==> config.mk <==
export PLATFORM = sky130hd
export DESIGN_NAME = dec_front
export DESIGN_NICKNAME = d
export VERILOG_FILES = /design/src/rtl/dec_pkg.sv /design/src/rtl/dec_front.sv
export SDC_FILE = /design/constraint.sdc
export NUM_CORES = 2
export LEC_CHECK = 0
export BUFFER_PORTS_ARGS = -buffer_cell sky130_fd_sc_hd__buf_2
export CAP_MARGIN = 25
export CORE_MARGIN = 4
export CORE_UTILIZATION = 50
export DETAILED_ROUTE_END_ITERATION = 10
export MAX_ROUTING_LAYER = met4
export PLACE_DENSITY_LB_ADDON = 0.1
export SLEW_MARGIN = 0
export SYNTH_ARGS = -nofsm -noshare
export SYNTH_HDL_FRONTEND = slang
export SYNTH_SLANG_ARGS = --single-unit
==> constraint.sdc <==
create_clock -name clk_i -period 6.3 [get_ports clk_i]
set_clock_uncertainty 0.05 [all_clocks]
set_input_delay 0.63 -clock clk_i [delete_from_list [all_inputs] [get_ports clk_i]]
set_output_delay 0.63 -clock clk_i [all_outputs]
set_load 0.1 [all_outputs]
==> src/rtl/dec_pkg.sv <==
// shared widths, request record and helpers for the disk collision unit
`timescale 1ns / 1ps
`default_nettype none
package dec_pkg;

  localparam int POS_BITS  = 16;
  localparam int VEL_BITS  = 16;
  localparam int MASS_BITS = 8;
  localparam int RAD_BITS  = 12;

  localparam int DIFF_W = POS_BITS + 1;
  localparam int RSUM_W = RAD_BITS + 1;
  localparam int SQ_W   = 2 * DIFF_W;
  localparam int NN_W   = 2 * RSUM_W + 1;
  localparam int DX_W   = RSUM_W + 1;
  localparam int DD_W   = 32;
  localparam int MSUM_W = MASS_BITS + 1;

  localparam int DIV_N = 46;
  localparam int DIV_D = 27;
  localparam int DIV_Q = 32;

  localparam int DELTA_W = 22;
  localparam int SUM_W   = 23;
  localparam int QDEPTH  = 2;

  typedef struct packed {
    logic                       hit;
    logic                       bypass;
    logic signed [DD_W-1:0]     dd;
    logic [NN_W-1:0]            nn;
    logic signed [DX_W-1:0]     dx;
    logic signed [DX_W-1:0]     dy;
    logic [MASS_BITS-1:0]       m1;
    logic [MASS_BITS-1:0]       m2;
    logic [MSUM_W-1:0]          msum;
    logic signed [VEL_BITS-1:0] v1x;
    logic signed [VEL_BITS-1:0] v1y;
    logic signed [VEL_BITS-1:0] v2x;
    logic signed [VEL_BITS-1:0] v2y;
  } dec_item_t;

  localparam logic signed [SUM_W-1:0] SUM_MAX = SUM_W'((1 << (VEL_BITS - 1)) - 1);
  localparam logic signed [SUM_W-1:0] SUM_MIN = -SUM_MAX - SUM_W'(1);

  function automatic logic signed [VEL_BITS-1:0] sat_vel(input logic signed [SUM_W-1:0] x);
    logic signed [VEL_BITS-1:0] r;
    if (x > SUM_MAX) begin
      r = SUM_MAX[VEL_BITS-1:0];
    end else if (x < SUM_MIN) begin
      r = SUM_MIN[VEL_BITS-1:0];
    end else begin
      r = x[VEL_BITS-1:0];
    end
    return r;
  endfunction

endpackage
`default_nettype wire

==> src/rtl/dec_front.sv <==
// front end: offsets, contact test and classification of each request
`timescale 1ns / 1ps
`default_nettype none
module dec_front (
  input  wire logic                                clk_i,
  input  wire logic                                rst_ni,
  input  wire logic                                accept_i,
  input  wire logic signed [dec_pkg::POS_BITS-1:0] first_pos_x_i,
  input  wire logic signed [dec_pkg::POS_BITS-1:0] first_pos_y_i,
  input  wire logic signed [dec_pkg::POS_BITS-1:0] second_pos_x_i,
  input  wire logic signed [dec_pkg::POS_BITS-1:0] second_pos_y_i,
  input  wire logic signed [dec_pkg::VEL_BITS-1:0] first_vel_x_i,
  input  wire logic signed [dec_pkg::VEL_BITS-1:0] first_vel_y_i,
  input  wire logic signed [dec_pkg::VEL_BITS-1:0] second_vel_x_i,
  input  wire logic signed [dec_pkg::VEL_BITS-1:0] second_vel_y_i,
  input  wire logic [dec_pkg::MASS_BITS-1:0]       first_mass_i,
  input  wire logic [dec_pkg::MASS_BITS-1:0]       second_mass_i,
  input  wire logic [dec_pkg::RAD_BITS-1:0]        first_radius_i,
  input  wire logic [dec_pkg::RAD_BITS-1:0]        second_radius_i,
  output logic                                     push_o,
  output dec_pkg::dec_item_t                       item_o
);

  localparam int AW = dec_pkg::DIFF_W + 1;

  logic                                v1_q, v2_q;
  logic signed [dec_pkg::DIFF_W-1:0]   dx1_q, dy1_q, dvx1_q, dvy1_q;
  logic [dec_pkg::RSUM_W-1:0]          rsum1_q;
  logic [dec_pkg::MASS_BITS-1:0]       m1_1_q, m2_1_q, m1_2_q, m2_2_q;
  logic signed [dec_pkg::VEL_BITS-1:0] va1_q [4];
  logic signed [dec_pkg::VEL_BITS-1:0] va2_q [4];

  logic [AW-1:0]                       ax, ay;
  logic                                far2_q;
  logic signed [dec_pkg::SQ_W-1:0]     sqx2_q, sqy2_q, px2_q, py2_q;
  logic [2*dec_pkg::RSUM_W-1:0]        rr2_q;
  logic signed [dec_pkg::DX_W-1:0]     dx2_q, dy2_q;
  logic [dec_pkg::MSUM_W-1:0]          msum2_q;

  logic signed [dec_pkg::SQ_W:0]       nn;
  logic signed [dec_pkg::SQ_W:0]       dot;
  logic                                hit;

  always_ff @(posedge clk_i or negedge rst_ni) begin
    if (!rst_ni) begin
      v1_q <= 1'b0;
      v2_q <= 1'b0;
    end else begin
      v1_q <= accept_i;
      v2_q <= v1_q;
    end
  end

  always_ff @(posedge clk_i) begin
    dx1_q   <= dec_pkg::DIFF_W'(second_pos_x_i) - dec_pkg::DIFF_W'(first_pos_x_i);
    dy1_q   <= dec_pkg::DIFF_W'(second_pos_y_i) - dec_pkg::DIFF_W'(first_pos_y_i);
    dvx1_q  <= dec_pkg::DIFF_W'(second_vel_x_i) - dec_pkg::DIFF_W'(first_vel_x_i);
    dvy1_q  <= dec_pkg::DIFF_W'(second_vel_y_i) - dec_pkg::DIFF_W'(first_vel_y_i);
    rsum1_q <= dec_pkg::RSUM_W'(first_radius_i) + dec_pkg::RSUM_W'(second_radius_i);
    m1_1_q  <= first_mass_i;
    m2_1_q  <= second_mass_i;
    va1_q[0] <= first_vel_x_i;
    va1_q[1] <= first_vel_y_i;
    va1_q[2] <= second_vel_x_i;
    va1_q[3] <= second_vel_y_i;
  end

  assign ax = dx1_q[dec_pkg::DIFF_W-1] ? -AW'(dx1_q) : AW'(dx1_q);
  assign ay = dy1_q[dec_pkg::DIFF_W-1] ? -AW'(dy1_q) : AW'(dy1_q);

  always_ff @(posedge clk_i) begin
    far2_q  <= (ax > AW'(rsum1_q)) || (ay > AW'(rsum1_q));
    sqx2_q  <= dx1_q * dx1_q;
    sqy2_q  <= dy1_q * dy1_q;
    px2_q   <= dvx1_q * dx1_q;
    py2_q   <= dvy1_q * dy1_q;
    rr2_q   <= rsum1_q * rsum1_q;
    dx2_q   <= dx1_q[dec_pkg::DX_W-1:0];
    dy2_q   <= dy1_q[dec_pkg::DX_W-1:0];
    msum2_q <= dec_pkg::MSUM_W'(m1_1_q) + dec_pkg::MSUM_W'(m2_1_q);
    m1_2_q  <= m1_1_q;
    m2_2_q  <= m2_1_q;
    va2_q   <= va1_q;
  end

  assign nn  = (dec_pkg::SQ_W + 1)'(sqx2_q) + (dec_pkg::SQ_W + 1)'(sqy2_q);
  assign dot = (dec_pkg::SQ_W + 1)'(px2_q) + (dec_pkg::SQ_W + 1)'(py2_q);
  assign hit = !far2_q && ($unsigned(nn) <= (dec_pkg::SQ_W + 1)'(rr2_q));

  always_comb begin
    item_o.hit    = hit;
    item_o.bypass = !hit || (nn == '0) || (msum2_q == '0);
    item_o.dd     = dot[dec_pkg::DD_W-1:0];
    item_o.nn     = nn[dec_pkg::NN_W-1:0];
    item_o.dx     = dx2_q;
    item_o.dy     = dy2_q;
    item_o.m1     = m1_2_q;
    item_o.m2     = m2_2_q;
    item_o.msum   = msum2_q;
    item_o.v1x    = va2_q[0];
    item_o.v1y    = va2_q[1];
    item_o.v2x    = va2_q[2];
    item_o.v2y    = va2_q[3];
  end

  assign push_o = v2_q;

endmodule
`default_nettype wire

==> flow_summary.ini <==
[global_routing]
first_pass_grt_wire_length_mm = 253
groute.usage.overall = 0.250
number_of_global_route_vias_before_repair = 48100
grt.overflow.total = 0
grt_max_degree = 34
grt_antenna_before_repair = 9

[yosys]
synth-edff-count = 0
mappedNetlistArea_mm2 = 0.0619
synth_top_cell_area_share = 0.388
biggest_area_consumer_among_synthesized_cells = sky130_fd_sc_hd__fa_1
synth_seq_cells = 434
synth_sequential_area_ratio = 0.141
dominantRegCellSynth = sky130_fd_sc_hd__dfxtp_1
synth-warning-count = 0
synth.area.top_cells = sky130_fd_sc_hd__fa_1, sky130_fd_sc_hd__dfxtp_1, sky130_fd_sc_hd__ha_1
synthTopCellsByCount = sky130_fd_sc_hd__inv_1, sky130_fd_sc_hd__fa_1, sky130_fd_sc_hd__ha_1
synth.most_common_cell = sky130_fd_sc_hd__inv_1
async_reset_ff_frac = 0.00461
synth_fp_nets = 8563
postSynthCellCount = 6566
yosysUniqueCellTypes = 87
syn_area_per_cell_um2 = 9.42

[detailed_routing]
routed_wire_length_mm = 154
num_vias = 44600
avgViaCountPerCell = 5.01
drc = 0
drt-pass1-iter-count = 5
postRouteAntennaNets = 0
dr.first_iter.drc_count = 2119
wl_per_cell_um = 17.3

[setup_path]
path_delay_family = adder cells
cpMaxStageDelayCell = sky130_fd_sc_hd__fa_1
path_cells = buf_4, nand2_1, fa_1, fa_1, fa_1, inv_1, fa_1, fa_1, inv_1, fa_1, inv_1, ha_4, and3_4, a221o_1, nand2_2, nand4_1, a31oi_2, o31ai_2, o41a_1, a21o_1, a21oi_2, xnor2_1
worstPathArrival_ps = 6640
timing_worst_setup_path_type = reg2reg
slowest_delay_ps = 550
worst-endpoint-required_ps = 6790
crit_path_end_kind = flop
critical-path-top-cell-by-count = sky130_fd_sc_hd__fa_1
critical_path_fanout_max = 15
startpoint_type_of_the_worst_setup_path = flop
cp_num_buf_inv = 4

[floorplanning]
x_dimension_of_the_die_um = 360
dieHeight_um = 360
area_of_the_die_mm2 = 0.129
floorplan.io_pins = 350
core_mm2 = 0.122
start_util = 0.506
floorplan.rows = 128

[clock_tree]
numClockSinks = 434
clock_pin_slew_of_the_registers_on_the_worst_case_setup_and_hold_paths_ps = 60
clock_tree_from_tritoncts = yes
ctsRootBufferMaster = sky130_fd_sc_hd__clkbuf_16
htree_num_levels = 2
worst_skew_pair.late_latency_ps = 650
cts_buffer_depth = 3
cts_made_buffers = 51

[finish]
area_delta_synth_final_pct = 14.9
final_nets = 9224
layout-drive-gt1-share = 0.144

[place]
dp_hpwl_mm = 132
routabilityCongestion = 0.927
io_buffers = 349

[sta]
max_slew_margin = 0.447
rsz0062_at_grt = true
hold_violations = 0
timing.final.setup_violations = 0
setup-tns-final_ps = 0
tightestPinTransition_ps = 822
maxClockFrequency_ghz = 0.162
timing.final.crit_share = 0.977
report.final.slew_viol_count = 0
fin_crit_ps = 6160

[flow_run]
maxCapViolations = 0

[min_path]
holdCritPathClass = in2reg

[run_status]
run_status = completed
## sequential cells by signal, summed over array words and instances, names as in the netlist
name     count
py2_q       32
px2_q       32
dx2_q       14
dy2_q       14
m1_2_q       8
dvy1_q      17
dy1_q       17
rr2_q       25
v1_q         1
m2_2_q       8
sqx2_q      32
rsum1_q     13
m1_1_q       8
dx1_q       17
msum2_q      9
dvx1_q      17
item_o      64
sqy2_q      32
push_o       1
va1_q       64
m2_1_q       8
far2_q       1
## worst paths after layout
kind / start / slack (ps) / cells past startpoint / end
worst min register to register: va1_q[49]$_DFF_P_ / 270 / 0 / item_o[49]$_DFF_P_
worst min-delay path: first_vel_y_i[6] / 50 / 1 / va1_q[38]$_DFF_P_
max in group asynchronous: rst_ni / 5850 / 2 / v1_q$_DFF_PN0_
min in group asynchronous: rst_ni / 260 / 2 / push_o$_DFF_PN0_
worst max-delay path: dy1_q[4]$_DFF_P_ / 140 / 22 / py2_q[31]$_DFF_P_
worst max register to register: dy1_q[4]$_DFF_P_ / 140 / 22 / py2_q[31]$_DFF_P_
## cells by family after synthesis
family / after synthesis / synth area share
xor+xnor: 313 / 0.0443
simple gates: 1599 / 0.125
mux: 6 / 0.000991
buf+inv: 1753 / 0.107
flops: 434 / 0.141
fa+ha+maj: 1826 / 0.515
compound gates: 635 / 0.0670
## repair_timing
item | in CTS | in global routing
endpoints found under the hold margin | 28 | 0
setup buffers | 4 | 8
hold buffers | 27 | 0
gates resized for setup | 24 | 207
endpoints found under the setup margin | 13 | 34
pin swaps | 10 | 59
gates cloned | 0 | 2
## per-layer routing
metal | global-route usage | vias to the layer above | share of wire
met1 | 0.331 | 22300 | 0.44
met2 | 0.412 | 925 | 0.48
met4 | 0.0687 | 0 | 0.030
met3 | 0.0270 | 164 | 0.046
met5 | - | - | 0
li1 | - | 21200 | -
## cell usage in the layout, fill, tap and decap left out, types with 56 or more instances in the layout
master / netlist / routed
sky130_fd_sc_hd__nand2b_1: 59 / 59
sky130_fd_sc_hd__nor3_1: 81 / 75
sky130_fd_sc_hd__buf_4: 3 / 357
sky130_fd_sc_hd__fa_1: 1199 / 1189
sky130_fd_sc_hd__and2_1: 390 / 384
sky130_fd_sc_hd__o21ai_0: 138 / 126
sky130_fd_sc_hd__xor2_1: 57 / 56
sky130_fd_sc_hd__buf_2: 0 / 347
sky130_fd_sc_hd__ha_1: 627 / 617
sky130_fd_sc_hd__a21o_1: 64 / 64
sky130_fd_sc_hd__nor2_1: 299 / 288
sky130_fd_sc_hd__dfxtp_1: 432 / 387
sky130_fd_sc_hd__inv_1: 1562 / 1559
sky130_fd_sc_hd__xnor2_1: 256 / 253
sky130_fd_sc_hd__nand2_1: 557 / 551
sky130_fd_sc_hd__a21oi_1: 181 / 163
## metrics by stage
step | worst slack (ps) | hold slack (ps) | utilization | std cells | instance area, um2
after CTS | -2.79 | 0.0264 | 0.574 | 8883 | 70200
after floorplan | -44.7 | 260 | - | 6566 | 61900
after global placement | -66.0 | 260 | 0.557 | 8758 | 68200
after detailed placement | -120 | 262 | 0.557 | 8758 | 68200
after global routing | -47.9 | 12.6 | 0.581 | 8896 | 71100
final | 145 | 51.5 | 0.581 | 8899 | 71100
## cell type report
class,instances,area (um2)
Clock inverter,31,304
Fill cell,11100,51300
Timing Repair Buffer,782,5470
Clock buffer,63,1380
Tap cell,1625,2030
Sequential cell,434,8790
Inverter,1579,5940
Antenna cell,6,15.0
Multi-Input combinational cell,4379,47200
Power is not shown: default switching activity piles up to over one toggle a cycle in this logic, so the estimate is an artifact.
