## src/rtl/dec_pkg.sv

```systemverilog
// shared widths, request record and helpers for the disk collision unit
`timescale 1ns / 1ps
`default_nettype none
package dec_pkg;

  localparam int POS_BITS  = 16;
  localparam int VEL_BITS  = 16;
  localparam int MASS_BITS = 8;
  localparam int RAD_BITS  = 12;

  localparam int DIFF_W = POS_BITS + 1;
  localparam int RSUM_W = RAD_BITS + 1;
  localparam int SQ_W   = 2 * DIFF_W;
  localparam int NN_W   = 2 * RSUM_W + 1;
  localparam int DX_W   = RSUM_W + 1;
  localparam int DD_W   = 32;
  localparam int MSUM_W = MASS_BITS + 1;

  localparam int DIV_N = 46;
  localparam int DIV_D = 27;
  localparam int DIV_Q = 32;

  localparam int DELTA_W = 22;
  localparam int SUM_W   = 23;
  localparam int QDEPTH  = 2;

  typedef struct packed {
    logic                       hit;
    logic                       bypass;
    logic signed [DD_W-1:0]     dd;
    logic [NN_W-1:0]            nn;
    logic signed [DX_W-1:0]     dx;
    logic signed [DX_W-1:0]     dy;
    logic [MASS_BITS-1:0]       m1;
    logic [MASS_BITS-1:0]       m2;
    logic [MSUM_W-1:0]          msum;
    logic signed [VEL_BITS-1:0] v1x;
    logic signed [VEL_BITS-1:0] v1y;
    logic signed [VEL_BITS-1:0] v2x;
    logic signed [VEL_BITS-1:0] v2y;
  } dec_item_t;

  localparam logic signed [SUM_W-1:0] SUM_MAX = SUM_W'((1 << (VEL_BITS - 1)) - 1);
  localparam logic signed [SUM_W-1:0] SUM_MIN = -SUM_MAX - SUM_W'(1);

  function automatic logic signed [VEL_BITS-1:0] sat_vel(input logic signed [SUM_W-1:0] x);
    logic signed [VEL_BITS-1:0] r;
    if (x > SUM_MAX) begin
      r = SUM_MAX[VEL_BITS-1:0];
    end else if (x < SUM_MIN) begin
      r = SUM_MIN[VEL_BITS-1:0];
    end else begin
      r = x[VEL_BITS-1:0];
    end
    return r;
  endfunction

endpackage
`default_nettype wire

```

## src/rtl/dec_queue.sv

```systemverilog
// short request queue between front and back end
`timescale 1ns / 1ps
`default_nettype none
module dec_queue (
  input  wire logic               clk_i,
  input  wire logic               rst_ni,
  input  wire logic               push_i,
  input  wire dec_pkg::dec_item_t item_i,
  output logic                    full_o,
  output logic                    valid_o,
  output dec_pkg::dec_item_t      item_o
);

  dec_pkg::dec_item_t mem_q [dec_pkg::QDEPTH];
  logic               wr_ptr_q, rd_ptr_q;
  logic [1:0]         cnt_q;
  logic               pop;

  assign pop     = cnt_q != 2'd0;
  assign valid_o = pop;
  assign item_o  = mem_q[rd_ptr_q];
  assign full_o  = cnt_q == 2'(dec_pkg::QDEPTH);

  always_ff @(posedge clk_i or negedge rst_ni) begin
    if (!rst_ni) begin
      wr_ptr_q <= 1'b0;
      rd_ptr_q <= 1'b0;
      cnt_q    <= 2'd0;
    end else begin
      if (push_i) begin
        wr_ptr_q <= !wr_ptr_q;
      end
      if (pop) begin
        rd_ptr_q <= !rd_ptr_q;
      end
      cnt_q <= cnt_q + 2'(push_i) - 2'(pop);
    end
  end

  always_ff @(posedge clk_i) begin
    if (push_i) begin
      mem_q[wr_ptr_q] <= item_i;
    end
  end

`ifndef SYNTHESIS
  a_no_overflow : assert property (@(posedge clk_i) disable iff (!rst_ni)
    !(push_i && full_o))
    else $error("request pushed into full queue");
  a_cnt_range : assert property (@(posedge clk_i) disable iff (!rst_ni)
    cnt_q <= 2'(dec_pkg::QDEPTH))
    else $error("queue fill count out of range");
`endif

endmodule
`default_nettype wire

```

## config.mk

```make
export PLATFORM = sky130hd
export DESIGN_NAME = dec_queue
export DESIGN_NICKNAME = d
export VERILOG_FILES = /design/src/rtl/dec_pkg.sv /design/src/rtl/dec_queue.sv
export SDC_FILE = /design/constraint.sdc
export NUM_CORES = 1
export LEC_CHECK = 0
export ABC_AREA = 1
export BUFFER_PORTS_ARGS = -buffer_cell sky130_fd_sc_hd__buf_2
export CAP_MARGIN = 20
export CORE_ASPECT_RATIO = 1.75
export CORE_UTILIZATION = 26
export CTS_BUF_LIST = sky130_fd_sc_hd__clkbuf_16
export DETAILED_ROUTE_END_ITERATION = 12
export HOLD_SLACK_MARGIN = 0.06
export PLACE_DENSITY = 0.54
export SETUP_SLACK_MARGIN = 0.2
export SLEW_MARGIN = 20
export SYNTH_ARGS = -nofsm -noshare
export SYNTH_HDL_FRONTEND = slang
export SYNTH_SLANG_ARGS = --single-unit
```

## constraint.sdc

```tcl
create_clock -name clk_i -period 8.2 [get_ports clk_i]
set_input_delay 0.41 -clock clk_i [delete_from_list [all_inputs] [get_ports clk_i]]
set_output_delay 0.41 -clock clk_i [all_outputs]
set_load 0.005 [all_outputs]
```

==> results of run 1 <==
## state kept, by name (all words and copies together), names as in the netlist
| register | flops |
|---|---|
| wr_ptr_q | 1 |
| mem_q | 356 |
| rd_ptr_q | 1 |
| cnt_q | 2 |
## Yosys cell counts, drive strengths merged
cell type and count:
o21ai 1, nand3b 1, nor2 4, xor2 1, dfrtp 4, edfxtp 356, inv 5, buf 38
clkbuf 1, ha 1, nand2 540
## area by class of cell
class / count / share of cell area, %
flip-flops and latches: 360 / 59.2
repair buffers: 523 / 18.7
multi-input cells: 548 / 11.4
clock buffers: 37 / 5.08
well taps: 660 / 4.53
clock inverters: 23 / 0.851
inverters: 5 / 0.172
diodes: 3 / 0.0412
## what timing repair did
item,CTS,global route
endpoints found under the hold margin,314,0
setup endpoints to repair,0,0
setup buffers,0,0
gates resized for setup,0,0
hold buffers,156,0
## logic make-up after synthesis
group	Yosys count	synth area share [%]
XOR/XNOR	1	0.0665
AND/OR/NAND/NOR	545	15.6
adder cells (fa/ha/maj)	1	0.0950
flip-flops	360	81.9
buffers and inverters	44	2.30
AO/OA/AOI/OAI	1	0.0380
## how the worst max path moves through the flow
stage / to / cells after the start / slack, ps
final: item_o[164] / 5 / 4410
after global routing: item_o[164] / 5 / 4100
after CTS: item_o[164] / 5 / 4320
after detailed placement: item_o[164] / 5 / 4890
after global placement: item_o[164] / 5 / 4910
after floorplan: mem_q[0][0] / 1 / 2680
## per-stage QoR
| step | instance area, um^2 | hold WS [ps] |
|---|---|---|
| 2_1_floorplan | 13200 | 114 |
| 3_3_place_gp | 15600 | 227 |
| 3_5_place_dp | 15600 | 230 |
| 4_1_cts | 18200 | 60.5 |
| 5_1_grt | 18200 | 60.2 |
| 6_report | 18200 | 89.5 |
## layout by cell type, fill, tap and decap left out
| master | instances |
|---|---|
| clkinv_4 | 2 |
| clkinv_1 | 7 |
| nor2_4 | 1 |
| diode_2 | 3 |
| buf_4 | 7 |
| clkinvlp_4 | 1 |
| bufinv_16 | 2 |
| nand2_1 | 540 |
| xor2_1 | 1 |
| buf_2 | 360 |
| dfrtp_4 | 1 |
| clkinv_2 | 2 |
| ha_1 | 1 |
| o21ai_0 | 1 |
| inv_8 | 1 |
| clkbuf_16 | 37 |
| inv_6 | 1 |
| dfrtp_1 | 3 |
| edfxtp_1 | 356 |
| inv_1 | 12 |
| nor2_1 | 3 |
| nand3b_1 | 1 |
| dlygate4sd3_1 | 156 |
## power by group
group          internal (mW)  switching (mW)
Sequential              2.44          0.0846
Combinational          0.313           0.563
Clock                  0.875           0.657
Total                   3.63            1.30
## metal layers
metal,wire [um],vias up,global-route usage [%]
li1,-,4255,-
met1,11600,4057,12.2
met2,16500,306,22.2
met3,2220,96,3.48
met4,1560,8,6.47
met5,49,-,0
## worst register-to-register path, cell delays in order, from the launching register on
cell and delay (ps):
dfrtp_1 430, nor2_4 120, buf_4 610, buf_4 840
==> summary.md, run 1 <==
| Metric | Value |
|---|---|
| WP data arrival | 3380 ps |
| Max-Cap Viols | 0 |
| Syn avg cell area | 13.8 um^2 |
| Worst slew pin tran | 1010 ps |
| Clk_lat worst skew | 520 ps |
| Hold Startpoint | item_i[6] |
| Final Instance Count excl. Fillers | 2,159 |
| Hold Crit Endpoint | mem_q[1][6] |
| GP Congestion | 0.737 |
| PD cells | 270 nW/um^2 |
| Initial Util | 26.4% |
| CP max stage cell | dfrtp_4 |
| Die area | 51,600 um^2 |
| Global-route wire length before repair | 48.2 mm |
| Via count of the first global-routing pass | 9,255 |
| RSZ-0062 raised after global routing | false |
| Post-layout util | 36.6% |
| Flops & latches, synth | 360 |
| Net Count, Synth | 1,134 |
| Via count | 8,722 |
| Clk slew on worst S/H paths | 60 ps |
| Top cell type by total area after synthesis | edfxtp_1 |
| Area Growth Syn to Fin | 38.5% |
| Crit path cell chain | buf_4 -> buf_4 -> nand2_1 -> nand2_1 -> buf_2 |
| Status | complete, no violations |
| CTS root buffer | clkbuf_16 |
| Critical Path End Type | primary output |
| Buffers added on ports | 360 |
| Fmax | 0.264 GHz |
| DRC | 0 |
| GR Util All Layers | 12.2% |
| Worst hold path type | in -> reg |
| Grt total ovfl | 0 |
| Post-detailed-routing wire length | 31.9 mm |
| Final slew viol count | 0 |
| Critical path class | reg -> out |
| Top cell type's share of synthesized area | 81.2% |
| Core Box Area | 49,900 um^2 |
| Leak | 7.72 nW |
| Fin Clk Skew | 11.0 ps |
| Min Clock Period, post-route | 3790 ps |
| R2R Path Start | wr_ptr_q |
| CP max FO | 75 |
| Worst vdd ir | 177 uV |
| Cells taking the most area after synthesis | edfxtp_1, nand2_1, buf_6 |
| H-Tree Depth | 2 |
| Slowest stage delay, CP | 760 ps |
| Reg2Reg Setup Slack | 5710 ps |
| FF-to-FF End | mem_q[0][92] |
| 1st-iter DRT viols | 346 |
| Height of the chip | 300 um |
| Final setup fails | 0 |
| Slew margin rel. | 32.7% |
| Final hold violation count | 0 |
| Pre-Repair DR Iteration Count | 6 |
| Multi-input logic area | 2080 um^2 |
| Die W | 172 um |
| Post-route ant nets | 0 |
| CTS tree | yes |
| Reg2reg path depth | 3 |
| Hold-critical path depth | 1 |
| Final nets | 1,655 |
| I/O Pins | 361 |
| Yosys cell types | 14 |
| CTS Buffer Depth | 3 |
| Tot Pwr | 4.93 mW |
| Sequential Area | 10,800 um^2 |
| Layout cell share with drive strength beyond 1 | 27.7% |
| Worst Path Buf+Inv | 3 |
| Vias per cell | 4.04 |
| Startpoint types | flop |
| Filler cells | 4,807 |
| DPL Wire Length | 20.0 mm |
| Largest net degree at the start of global routing | 113 |
| CTS buffer count | 35 |
| CP required | 7790 ps |
| Wire per inst | 14.8 um |
| YS warnings | 0 |
| Placed insts | 1,940 |
| Initial antenna violation count | 8 |
| Post-synthesis cell area | 13,200 um^2 |
| # clock sinks | 360 |
| Setup TNS | 0 ps |
| Family with the most delay on the worst path | buffers and inverters |
| Crit path launch | rd_ptr_q |
| Setup WS pre-CTS | 4890 ps |
| Sequential area share after synthesis | 81.9% |
| Final worst slack | 4410 ps |
| Period utilization | 46.2% |
| Mapped Cells | 952 |
| Row cnt | 108 |
No activity file was read; power rests on OpenSTA's default activity.
==> run 2, diff against run 1 <==
ABC_AREA = 0   (was 1)
clock period = 3.39 ns   (was 8.2 ns; I/O delays follow)
==> summary.md, run 2 <==
| Metric | Value |
|---|---|
| Post-CTS repair timing setup buffer count | 0 |
| Die area | 52,600 um^2 |
| Max reg flops | 356 |
| Fin Clk Skew | 11.4 ps |
| DRC | 0 |
| Min Clock Period, post-route | 2420 ps |
| Top Registers | mem_q (356), cnt_q (2) |
| Worst Path Buf+Inv | 2 |
| Top cell type's share of synthesized area | 79.6% |
| Reg2Reg Setup Slack | 1480 ps |
| Row cnt | 109 |
| Hold-critical path depth | 2 |
| Via count | 7,277 |
| R2R Path Start | wr_ptr_q |
| Wire per inst | 16.7 um |
| Area Growth Syn to Fin | 40.9% |
| Buffers added on ports | 360 |
| Core Box Area | 50,700 um^2 |
| Slew margin rel. | 37.2% |
| Hold Startpoint | item_i[32] |
| GP Congestion | 0.720 |
| Most common cell after layout, fill and taps aside | buf_2 |
| Largest reg by FF count | mem_q |
| Period utilization | 71.5% |
| Worst slew pin tran | 943 ps |
| Layout cell share with drive strength beyond 1 | 51.8% |
| Status | complete, no violations |
| Initial Util | 26.5% |
| FF-to-FF End | mem_q[1][138] |
| H-Tree Depth | 2 |
| GR Util All Layers | 11.0% |
| Flops & latches, synth | 360 |
| Mapped Cells | 568 |
| Syn avg cell area | 23.6 um^2 |
| Max-Cap Viols | 0 |
| Slowest stage delay, CP | 680 ps |
| Hold Crit Endpoint | mem_q[1][32] |
| CTS root buffer | clkbuf_16 |
| DPL Wire Length | 20.0 mm |
| Count leader, synth | edfxtp_1 |
| CP required | 3220 ps |
| CP max stage cell | dfrtp_4 |
| Grt total ovfl | 0 |
| Critical Path End Type | primary output |
| Commonest cells after routing, fill and taps aside | buf_2, edfxtp_1, dlygate4sd3_1 |
| PD cells | 734 nW/um^2 |
| Largest net degree at the start of global routing | 114 |
| Final setup fails | 0 |
| Post-route ant nets | 0 |
| Pre-Repair DR Iteration Count | 4 |
| Worst hold path type | in -> reg |
| Final instance area | 18,900 um^2 |
| Via count of the first global-routing pass | 7,974 |
| Area post-placement | 16,000 um^2 |
| Crit path launch | rd_ptr_q |
| EDFF count, synth | 356 |
| Final slew viol count | 0 |
| Crit path cell chain | buf_12 -> mux2_2 -> buf_2 |
| Reg2reg path depth | 2 |
| CP max FO | 59 |
| Sequential area share after synthesis | 80.3% |
| YS warnings | 0 |
| Net Count, Synth | 750 |
| Leak | 7.35 nW |
| Clk_lat worst skew | 510 ps |
| CTS Buffer Depth | 3 |
| WP data arrival | 2250 ps |
| Global-route wire length before repair | 44.2 mm |
| Final Instance Count excl. Fillers | 1,829 |
| Final nets | 1,318 |
| Die W | 174 um |
| Critical path class | reg -> out |
| Height of the chip | 303 um |
| Startpoint types | flop |
| Post-synthesis cell area | 13,400 um^2 |
| Top cell type by total area after synthesis | edfxtp_1 |
| Family with the most delay on the worst path | flip-flops |
| Worst vdd ir | 513 uV |
| Clk slew on worst S/H paths | 60 ps |
| Fmax | 0.412 GHz |
| Top post-synthesis cells by count | edfxtp_1, mux2_4, mux2_2, buf_6, buf_2 |
| Vias per cell | 3.98 |
| Initial antenna violation count | 2 |
| CTS buffer count | 35 |
| 1st-iter DRT viols | 265 |
| Cells taking the most area after synthesis | edfxtp_1, mux2_4, mux2_2 |
| Yosys cell types | 13 |
| Ys async rst share | 1.11% |
| RSZ-0062 raised after global routing | false |
| Final hold violation count | 0 |
| CTS tree | yes |
| Placed insts | 1,584 |
| I/O Pins | 361 |
| Post-detailed-routing wire length | 30.5 mm |
| Top FF cell, synth | edfxtp_1 |
| # clock sinks | 360 |
[run 2: cell count changes in the layout (fill, tap and decap cells not counted), sizes merged, moves of 3 or more]
cell         previous run  this run
nand2                 540         1
nor2b                   0         3
buf                   367       370
dlygate4sd3           156       181
clkinvlp                1         5
mux2                    0       178
clkinv                 11         8
nor2                    4         0
[run 2: per-stage QoR]
stage               util [%]  worst slack, ps  hold slack [ps]  power (mW)  setup TNS [ps]
floorplan                  -            -98.4             -126        8.72          -17510
global placement        31.6             1470            -16.6        10.2               0
detailed placement      31.6             1430            -18.2        10.3               0
CTS                     37.3              918              331        14.2               0
global route            37.3              879              349        14.5               0
finish                  37.3              966              368        13.9               0
[run 2: cell families (layout without fill, tap and decap cells)]
family                   count (synthesis)  count (layout)  synth area share [%]
other                                    0               2                     0
buffers and inverters                   20             613                  1.40
XOR/XNOR                                 3               3                 0.196
flip-flops                             360             360                  80.3
multiplexers                           178             178                  17.7
AND/OR/NAND/NOR                          6               6                 0.261
adder cells (fa/ha/maj)                  1               1                0.0931
[run 2: worst register-to-register path, cell delays in order (launching register included)]
cell	delay (ps)
dfrtp_1	430
and2_4	710
buf_4	460
[run 2: layer usage]
layer	track usage, %	share of wire, %	up-vias
met1	11.1	35	3565
li1	-	-	3400
met3	2.09	5.0	58
met2	21.4	55	254
met5	0	0	-
met4	5.66	4.1	0
[run 2: how the worst max path moves through the flow]
stage	cells after the start	end	slack, ps
2_1_floorplan	1	mem_q[0][0]	-100
3_3_place_gp	2	mem_q[1][130]	1470
3_5_place_dp	2	mem_q[1][130]	1430
4_1_cts	3	item_o[175]	920
5_1_grt	3	item_o[15]	880
6_report	3	item_o[175]	970
[run 2: repair_timing]
| action | 4_1_cts | 5_1_grt |
|---|---|---|
| gates resized for setup | 0 | 0 |
| hold buffers | 181 | 0 |
| endpoints found under the setup margin | 0 | 0 |
| hold endpoints to repair | 363 | 0 |
[run 2: area by class of cell]
class / count / area [um^2]
multi-input cells: 188 / 2460
clock inverters: 27 / 193
well taps: 666 / 833
repair buffers: 551 / 3760
clock buffers: 35 / 876
diodes: 2 / 5.00
flip-flops and latches: 360 / 10800
fillers: 4774 / 31800
[run 2: where the power goes]
group | internal, mW | switching, mW | leakage (nW) | total (mW)
Sequential | 5.90 | 0.253 | 3.39 | 6.15
Clock | 2.04 | 1.61 | 0.547 | 3.66
Combinational | 2.17 | 1.92 | 3.42 | 4.09
==> run 3, diff against run 2 <==
clock period = 2.1 ns   (was 3.39 ns; I/O delays follow)
==> summary.md, run 3 (synthesis results as in run 2) <==
| Metric | Value |
|---|---|
| Multi-input logic area | 2470 um^2 |
| I/O Pins | 361 |
| Clk slew on worst S/H paths | 70 ps |
| Height of the chip | 303 um |
| Vias per cell | 4.03 |
| Core Box Area | 50,700 um^2 |
| R2R Path Start | wr_ptr_q |
| H-Tree Depth | 2 |
| Crit path launch | rd_ptr_q |
| Grt total ovfl | 0 |
| Min Clock Period, post-route | 2000 ps |
| Max-Cap Viols | 0 |
| Switching share of power | 27.4% |
| Final hold violation count | 0 |
| Status | complete, no violations |
| Filler cells | 4,761 |
| Worst slew pin tran | 649 ps |
| DPL Wire Length | 20.7 mm |
| RSZ-0062 raised after global routing | true |
| Post-detailed-routing wire length | 33.2 mm |
| Max reg flops | 356 |
| Sequential Power Share | 40.3% |
| Met1 usage | 11.5% |
| CTS Buffer Depth | 3 |
| Period utilization | 95.3% |
| Family with the most delay on the worst path | flip-flops |
| CP max stage cell | dfrtp_4 |
| Row cnt | 109 |
| Final slew viol count | 0 |
| Worst vdd ir | 744 uV |
| Sequential Area | 10,800 um^2 |
| Final nets | 1,343 |
| Final Instance Count excl. Fillers | 1,852 |
| Initial Util | 26.5% |
| Slowest stage delay, CP | 530 ps |
| Global-route wire length before repair | 46.9 mm |
| Area Growth Syn to Fin | 47.1% |
| WP depth | 4 |
| Most common cell after layout, fill and taps aside | edfxtp_1 |
| Slew margin rel. | 56.7% |
| Clock share of power | 24.3% |
| CP required | 2000 ps |
| GR Util All Layers | 11.9% |
| Wire per inst | 17.9 um |
| Worst hold path type | in -> reg |
| Critical Path End | item_o[69] |
| CTS tree | yes |
| Final setup fails | 0 |
| Via count | 7,471 |
| Leak | 7.75 nW |
| # clock sinks | 360 |
| Die area | 52,600 um^2 |
| Post-layout util | 38.9% |
| Clk_lat worst skew | 520 ps |
| Die W | 174 um |
| DRC | 0 |
| Hold Startpoint | item_i[33] |
| CTS root buffer | clkbuf_16 |
| Crit path cell chain | buf_12 -> clkbuf_16 -> mux2_4 -> buf_6 |
| Startpoint types | flop |
| Area post-placement | 16,200 um^2 |
| Reg2Reg Setup Slack | 500 ps |
| Top Registers | mem_q (356), cnt_q (2) |
| Via count of the first global-routing pass | 8,266 |
| WP data arrival | 1900 ps |
| 1st-iter DRT viols | 269 |
| Critical Path End Type | primary output |
| Critical path class | reg -> out |
| Pre-Repair DR Iteration Count | 4 |
| Largest reg by FF count | mem_q |
| Layout cell share with drive strength beyond 1 | 52.5% |
| CTS buffer count | 35 |
| FF-to-FF End | mem_q[1][4] |
| Largest net degree at the start of global routing | 93 |
| Post-route ant nets | 0 |
| Worst Path Buf+Inv | 3 |
| Commonest cells after routing, fill and taps aside | edfxtp_1, buf_2, dlygate4sd3_1 |
| M3 GR Usage | 2.68% |
| P_int | 17.7 mW |
| NetSw | 6.68 mW |
| Final instance area | 19,800 um^2 |
| Global routing's busiest layer | met2 |
| # diodes | 0 |
| Reg2reg path depth | 2 |
| CP max FO | 8 |
| Combinational power share | 35.4% |
| Met2 usage | 23.2% |
| Fmax | 0.500 GHz |
| Buffers added on ports | 360 |
| Fin Clk Skew | 22.8 ps |
| Placed insts | 1,590 |
| PD cells | 1230 nW/um^2 |
| Initial antenna violation count | 2 |
| GP Congestion | 0.744 |
[run 3: cell count changes in the layout (fill, tap and decap cells not counted), sizes merged, moves of 2 or more]
| cell | before | now |
|---|---|---|
| buf | 370 | 391 |
| clkbuf | 35 | 41 |
| clkinvlp | 5 | 1 |
| inv | 12 | 16 |
| diode | 2 | 0 |
[run 3: area by class of cell]
class                   instances  area share [%]
clock buffers                  37            4.69
clock inverters                25           0.722
multi-input cells             188            12.5
flip-flops and latches        360            54.6
well taps                     666            4.22
repair buffers                576            23.2
[run 3: through the flow]
stage | setup slack, ps | hold WS (ps) | power (mW) | TNS [ps]
2_1_floorplan | -1390 | -191 | 14.1 | -418950
3_3_place_gp | 455 | -83.1 | 16.8 | 0
3_5_place_dp | 432 | -78.8 | 16.9 | 0
4_1_cts | 49.1 | 270 | 24.3 | 0
5_1_grt | 42.4 | 286 | 25.5 | 0
6_report | 98.5 | 307 | 24.4 | 0
[run 3: worst min-delay path by stage]
stage	endpoint	slack (ps)	cells past startpoint
after floorplan	cnt_q[0]	-190	0
after global placement	cnt_q[0]	-80	1
after detailed placement	cnt_q[0]	-80	1
after CTS	mem_q[1][171]	270	2
after global routing	mem_q[0][28]	290	2
final	mem_q[1][33]	310	2
[run 3: repair_timing]
item | in CTS | in global routing
buffers inserted | 6 | 0
endpoints found under the setup margin | 172 | 178
gates resized for setup | 42 | 28
cloned | 8 | 5
endpoints found under the hold margin | 363 | 0
hold buffers | 181 | 0
[run 3: routing by layer]
layer	wire, um	vias up
met4	1420	4
met2	18800	256
met1	11200	3682
met5	20	-
met3	1760	70
li1	-	3459
[run 3: power by group through the flow]
stage          Sequential (mW)  Clock (mW)  Combinational [mW]
2_1_floorplan             9.98           0                4.09
3_5_place_dp              9.97           0                6.88
3_3_place_gp              9.90           0                6.87
5_1_grt                   9.93        6.35                9.20
6_report                  9.81        5.92                8.62
4_1_cts                   9.82        6.18                8.34
